<file path="config.mk">
export PLATFORM = sky130hd
export DESIGN_NAME = cell_row_utf8_encoder
export DESIGN_NICKNAME = d
export VERILOG_FILES = /design/src/hw/rtl/cre_pkg.sv /design/src/hw/rtl/cre_in_stage.sv /design/src/hw/rtl/cre_row_core.sv /design/src/hw/rtl/cell_row_utf8_encoder.sv
export SDC_FILE = /design/constraint.sdc
export NUM_CORES = 1
export LEC_CHECK = 0
export ABC_AREA = 0
export BUFFER_PORTS_ARGS = -buffer_cell sky130_fd_sc_hd__buf_2
export CAP_MARGIN = 20
export CORE_ASPECT_RATIO = 0.8
export CORE_MARGIN = 2
export CORE_UTILIZATION = 48
export DETAILED_ROUTE_END_ITERATION = 8
export PLACE_DENSITY_LB_ADDON = 0.2
export SYNTH_ARGS = -nofsm -noshare
export SYNTH_HDL_FRONTEND = slang
export SYNTH_SLANG_ARGS = --single-unit
</file>
<file path="constraint.sdc">
create_clock -name clock -period 2.6 [get_ports clock]
set_clock_uncertainty 0.05 [all_clocks]
set_input_delay 0.52 -clock clock [delete_from_list [all_inputs] [get_ports clock]]
set_output_delay 0.52 -clock clock [all_outputs]
set_load 0.01 [all_outputs]
</file>
<file path="src/hw/rtl/cre_pkg.sv">
// Shared types and the UTF-8 encoding function for the cell row encoder.
package cre_pkg;

   localparam int CP_WIDTH = 21;
   localparam logic [7:0] SPACE_LIMIT = 8'd255;
   localparam logic [CP_WIDTH-1:0] CP_SPACE = 21'h20;

   localparam logic [7:0] LEAD_TWO = 8'hC0;
   localparam logic [7:0] LEAD_THREE = 8'hE0;
   localparam logic [7:0] LEAD_FOUR = 8'hF0;
   localparam logic [7:0] CONT_MARK = 8'h80;

   localparam logic [2:0] COUNT_NONE = 3'd0;
   localparam logic [2:0] COUNT_ONE = 3'd1;
   localparam logic [2:0] COUNT_TWO = 3'd2;
   localparam logic [2:0] COUNT_THREE = 3'd3;
   localparam logic [2:0] COUNT_FOUR = 3'd4;

   typedef struct packed {
      logic [CP_WIDTH-1:0] code_point;
      logic                wide_right_half;
      logic                row_last;
   } cell_type;

   typedef struct packed {
      logic [7:0] spaces_before;
      logic [2:0] byte_count;
      logic [7:0] byte_first;
      logic [7:0] byte_second;
      logic [7:0] byte_third;
      logic [7:0] byte_fourth;
      logic       row_end;
   } rsp_type;

   typedef struct packed {
      logic [2:0] byte_count;
      logic [7:0] byte_first;
      logic [7:0] byte_second;
      logic [7:0] byte_third;
      logic [7:0] byte_fourth;
   } utf8_type;

   function automatic utf8_type encode_utf8(input logic [CP_WIDTH-1:0] cp);
      utf8_type enc;
      enc = '0;
      if (cp[20:7] == '0) begin
         enc.byte_count = COUNT_ONE;
         enc.byte_first = {1'b0, cp[6:0]};
      end else if (cp[20:11] == '0) begin
         enc.byte_count = COUNT_TWO;
         enc.byte_first = LEAD_TWO | {3'b000, cp[10:6]};
         enc.byte_second = CONT_MARK | {2'b00, cp[5:0]};
      end else if (cp[20:16] == '0) begin
         enc.byte_count = COUNT_THREE;
         enc.byte_first = LEAD_THREE | {4'b0000, cp[15:12]};
         enc.byte_second = CONT_MARK | {2'b00, cp[11:6]};
         enc.byte_third = CONT_MARK | {2'b00, cp[5:0]};
      end else begin
         enc.byte_count = COUNT_FOUR;
         enc.byte_first = LEAD_FOUR | {5'b00000, cp[20:18]};
         enc.byte_second = CONT_MARK | {2'b00, cp[17:12]};
         enc.byte_third = CONT_MARK | {2'b00, cp[11:6]};
         enc.byte_fourth = CONT_MARK | {2'b00, cp[5:0]};
      end
      return enc;
   endfunction

endpackage

</file>
<file path="src/hw/rtl/cre_in_stage.sv">
// Input register stage holding one cell request.
module cre_in_stage (
   input  logic                       clock,
   input  logic                       reset,
   input  logic                       req_valid,
   output logic                       req_ready,
   input  logic [20:0]                req_code_point,
   input  logic                       req_wide_right_half,
   input  logic                       req_row_last,
   input  logic                       advance,
   output logic                       cell_valid,
   output cre_pkg::cell_type          cell_data
);
   import cre_pkg::*;

   logic     valid_ff;
   logic     valid_in;
   cell_type cell_ff;

   assign req_ready = !valid_ff || advance;
   assign valid_in = req_ready ? req_valid : valid_ff;

   always_ff @(posedge clock) begin
      if (reset) begin
         valid_ff <= 1'b0;
      end else begin
         valid_ff <= valid_in;
      end
   end

   always_ff @(posedge clock) begin
      if (req_valid && req_ready) begin
         cell_ff.code_point <= req_code_point;
         cell_ff.wide_right_half <= req_wide_right_half;
         cell_ff.row_last <= req_row_last;
      end
   end

   assign cell_valid = valid_ff;
   assign cell_data = cell_ff;
endmodule

</file>
<file path="src/hw/rtl/cre_row_core.sv">
// Blank tracking, pending space count and UTF-8 encoding for one cell.
module cre_row_core (
   input  logic                 clock,
   input  logic                 reset,
   input  logic                 cell_valid,
   input  cre_pkg::cell_type    cell_data,
   input  logic                 out_free,
   output logic                 advance,
   output logic                 produce,
   output cre_pkg::rsp_type     rsp
);
   import cre_pkg::*;

   logic [7:0]          pending_ff;
   logic [7:0]          pending_in;
   logic [CP_WIDTH-1:0] cp_eff;
   logic                blank;
   utf8_type            enc;

   assign cp_eff = (cell_data.code_point == '0) ? CP_SPACE : cell_data.code_point;
   assign blank = cell_data.wide_right_half || (cp_eff == CP_SPACE);
   assign produce = blank ? cell_data.row_last : 1'b1;
   assign advance = cell_valid && (!produce || out_free);
   assign enc = encode_utf8(cp_eff);

   always_comb begin
      pending_in = pending_ff;
      if (advance) begin
         if (blank && !cell_data.row_last) begin
            if (!cell_data.wide_right_half && (pending_ff != SPACE_LIMIT)) begin
               pending_in = pending_ff + 8'd1;
            end
         end else begin
            pending_in = '0;
         end
      end
   end

   always_comb begin
      rsp = '0;
      if (blank) begin
         rsp.row_end = 1'b1;
      end else begin
         rsp.spaces_before = pending_ff;
         rsp.byte_count = enc.byte_count;
         rsp.byte_first = enc.byte_first;
         rsp.byte_second = enc.byte_second;
         rsp.byte_third = enc.byte_third;
         rsp.byte_fourth = enc.byte_fourth;
         rsp.row_end = cell_data.row_last;
      end
   end

   always_ff @(posedge clock) begin
      if (reset) begin
         pending_ff <= '0;
      end else begin
         pending_ff <= pending_in;
      end
   end
endmodule

</file>
<file path="src/hw/rtl/cell_row_utf8_encoder.sv">
// Top level of the cell row UTF-8 encoder with the result register.
//
//   channel  prefix  direction  contents
//   cells    req_    in         code_point, wide_right_half, row_last
//   output   rsp_    out        spaces_before, byte_count, four bytes, row_end
//
// A request passes the input register, then its result enters the result register.
// One request per cycle unless stalled; input and result registers decouple.
// Blank cells not ending the row give no result; only spaces raise the space count.
// Synchronous reset clears both valid flags and the pending space count.
// A stalled result holds the stage behind it once that stage has a result to give.
module cell_row_utf8_encoder (
   input  logic        clock,
   input  logic        reset,
   input  logic        req_valid,
   output logic        req_ready,
   input  logic [20:0] req_code_point,
   input  logic        req_wide_right_half,
   input  logic        req_row_last,
   output logic        rsp_valid,
   input  logic        rsp_ready,
   output logic [7:0]  rsp_spaces_before,
   output logic [2:0]  rsp_byte_count,
   output logic [7:0]  rsp_byte_first,
   output logic [7:0]  rsp_byte_second,
   output logic [7:0]  rsp_byte_third,
   output logic [7:0]  rsp_byte_fourth,
   output logic        rsp_row_end
);
   import cre_pkg::*;

   logic     cell_valid;
   cell_type cell_data;
   logic     advance;
   logic     produce;
   logic     out_free;
   rsp_type  rsp_next;
   rsp_type  rsp_ff;
   logic     rsp_valid_ff;
   logic     rsp_valid_in;
   logic     load;

   cre_in_stage u_in_stage (
      .clock               (clock),
      .reset               (reset),
      .req_valid           (req_valid),
      .req_ready           (req_ready),
      .req_code_point      (req_code_point),
      .req_wide_right_half (req_wide_right_half),
      .req_row_last        (req_row_last),
      .advance             (advance),
      .cell_valid          (cell_valid),
      .cell_data           (cell_data)
   );

   cre_row_core u_row_core (
      .clock      (clock),
      .reset      (reset),
      .cell_valid (cell_valid),
      .cell_data  (cell_data),
      .out_free   (out_free),
      .advance    (advance),
      .produce    (produce),
      .rsp        (rsp_next)
   );

   assign out_free = !rsp_valid_ff || rsp_ready;
   assign load = advance && produce;
   assign rsp_valid_in = load || (rsp_valid_ff && !rsp_ready);

   always_ff @(posedge clock) begin
      if (reset) begin
         rsp_valid_ff <= 1'b0;
      end else begin
         rsp_valid_ff <= rsp_valid_in;
      end
   end

   always_ff @(posedge clock) begin
      if (load) begin
         rsp_ff <= rsp_next;
      end
   end

   assign rsp_valid = rsp_valid_ff;
   assign rsp_spaces_before = rsp_ff.spaces_before;
   assign rsp_byte_count = rsp_ff.byte_count;
   assign rsp_byte_first = rsp_ff.byte_first;
   assign rsp_byte_second = rsp_ff.byte_second;
   assign rsp_byte_third = rsp_ff.byte_third;
   assign rsp_byte_fourth = rsp_ff.byte_fourth;
   assign rsp_row_end = rsp_ff.row_end;
endmodule

</file>
==> results.cfg <==
[critical_path]
crit_fanout = 5
path_class = flop to primary output
critPathCaptureType = primary output
crit_arrival_ns = 1.94
cp-start-kind = flop
cp.required_ns = 2.03

[sta]
hold_viol_final = 0
relSlewSlack = 0.588
drv_slew = 0
period_minus_slack_ns = 2.51
final.period_utilization = 0.967
finalSetupViolCount = 0
worstMarginPinSlew_ns = 0.616
fmax_ghz = 0.398

[logic_synthesis]
synthArstFlopShare = 0
synth_area_um2 = 3170
ys_warn_count = 0
yosys-top-cells-area = edfxtp_1 (59%), dfxtp_1 (6.3%), nor2_1 (3.4%), and2_1 (2.8%), a21oi_1 (2.4%)
yosysUniqueCellTypes = 48
synth_area_leader_cell = edfxtp_1
ys.flop_type = edfxtp_1
synth_seq_cells = 72
syn_inst = 253
avgSynthCellArea_um2 = 12.5
yosys.area.top_type_share = 0.588
synth-seq-area-share = 0.651
synth_edf_count = 62

[global_routing]
grt_pass1_vias = 2078
grt_max_degree = 36
grt_pass1_wl_mm = 10.9
antenna_found_initial = 0
overflow = 0
track_usage = 0.199

[routing]
ant_nets = 0
drtIter0Drc = 273
wl_per_cell_um = 16.1
dr.pass1.iters = 5
top_layer = met4
routed_via_density = 5.42
dr_wl_met2_mm = 2.95
wl_met3_um = 585
vias = 2321
wl_mm = 6.88
wl_met1_mm = 3.25
drc = 0

[power_and_ir_drop]
power_density_nw_per_um2 = 637
p_leak_uw = 0.00155
total_power_uw = 2490
ir_drop_mv = 0.506

[die]
initial_core_util = 0.497
die-area_um2 = 7270
row_count = 26
die_h_um = 76.7
coreArea_um2 = 6380
io_pins = 73
chipWidth_um = 94.8

[place]
place_congestion = 0.865
place_inst = 402
hpwl_mm = 4.77
io_buffers = 69

[hold_path]
hold_class = primary input to flop

[cells_and_area]
synthToLayoutAreaGrowth_pct = 23.7
nNetsFinal = 367
antenna_cells = 0
post-route-util = 0.614
drive_above_1_share = 0.337
stdcell_count = 428

[run_status]
outcome = finished clean

[clock_tree]
clk_path_buf_depth = 2
cts_max_level = 3
clk_pin_slew_worst_paths_ns = 0.08
clk_latency_ns = 0.35
root_buffer = clkbuf_8
clock_sinks = 72
hold_buffers = 0
cts_tree = built
numCtsBuffers = 9

[run]
maxCapViolCount = 0
-- power breakdown --
group          switching (µW)  internal, µW
Clock                     408           468
Sequential               43.9          1340
Combinational             139          98.2
-- sequential cells by signal (all words and copies together) (netlist names) --
signal                 count
u_in_stage.cell_data      23
rsp_row_end                1
rsp_byte_third             7
u_row_core.pending_ff      8
rsp_valid                  1
u_in_stage.cell_valid      1
rsp_spaces_before          8
rsp_byte_first             8
rsp_byte_count             2
rsp_byte_second            6
rsp_byte_fourth            7
-- per-stage QoR --
step | TNS (ns) | worst slack, ns | instance area [µm²] | hold slack [ns]
after floorplan | 0 | 0.116 | 3180 | 0.404
after global placement | 0 | 0.325 | 3630 | 0.430
after detailed placement | 0 | 0.225 | 3630 | 0.429
after CTS | 0 | 0.00276 | 3870 | 0.284
after global routing | -0.00352 | -0.00352 | 3920 | 0.273
final | 0 | 0.0860 | 3920 | 0.292
-- timing repair --
action / 4_1_cts / 5_1_grt
resized for setup: 1 / 1
hold endpoints to repair: 0 / 0
pin swaps: 3 / 3
gates cloned: 0 / 0
setup buffers: 5 / 5
setup endpoints to repair: 1 / 1
-- cell type report --
| type | instances | area [µm²] |
|---|---|---|
| well taps | 84 | 105 |
| fillers | 531 | 2460 |
| inverters | 8 | 30.0 |
| flip-flops and latches | 72 | 2060 |
| clock inverters | 5 | 56.3 |
| clock buffers | 11 | 141 |
| multi-input cells | 161 | 1020 |
| repair buffers | 87 | 505 |
-- cell usage after synthesis, types with 2 or more instances --
cell type and count:
edfxtp_1 62, nor2_1 29, nand2_1 19, a21oi_1 15, and2_1 14, dfxtp_1 10, inv_1 8, a211oi_1 6
buf_2 6, a31oi_1 5, buf_4 5, mux2i_1 5, nand2b_1 5, nand3_1 5, nor3_1 5, a41oi_1 4
and3_1 3, nand4_1 3, o21bai_1 3, or3_1 3, clkbuf_1 2, nand4b_1 2, nor2b_1 2, nor4_1 2
nor4_4 2, o211ai_1 2, o21a_1 2, o21ai_0 2, o32ai_1 2, or2_2 2
-- cell usage in the layout (no fill, tap or decap), drive strengths merged, types with 4 or more instances in the layout --
cell type	synthesis	final
dfxtp	10	10
edfxtp	62	62
a21oi	16	16
a41oi	4	4
a31oi	5	5
nand2	19	19
mux2i	5	5
nor4	4	4
nand3	5	5
nor3	6	6
and2	15	15
buf	12	87
nor2	29	29
a211oi	6	6
nand2b	5	5
inv	8	8
clkbuf	2	11
-- worst max-delay path, stage by stage, from the launching register on --
cell and delay (ns):
edfxtp_1 0.46, nor4_2 0.29, buf_4 0.17, and2_4 0.15, a21oi_2 0.05, o211ai_1 0.27, buf_2 0.19
-- cells by family (layout without fill, tap and decap cells) --
group / Yosys count / count (layout) / share of synthesized area
adder cells (fa/ha/maj): 1 / 1 / 0.00395
multiplexers: 5 / 5 / 0.0158
AND/OR/NAND/NOR: 102 / 102 / 0.179
flip-flops: 72 / 72 / 0.651
AO/OA/AOI/OAI: 50 / 50 / 0.115
other: 1 / 3 / 0.00118
buffers and inverters: 22 / 111 / 0.0344
-- routing by layer --
layer	vias up	track usage
li1	1114	-
met1	1080	0.307
met2	120	0.268
met3	7	0.0629
met4	0	0.0623
met5	-	0
-- final timing paths --
check                           startpoint                  endpoint  slack [ns]  cells after the start
setup reg to reg  u_in_stage.cell_data[12]      rsp_spaces_before[5]        0.38                      6
setup / recovery   u_in_stage.cell_data[4]                 req_ready        0.09                      6
hold / removal           req_code_point[2]   u_in_stage.cell_data[4]        0.29                      1
hold reg to reg   u_row_core.pending_ff[4]  u_row_core.pending_ff[4]        0.45                      2
Power figures use the tool's default switching activity.
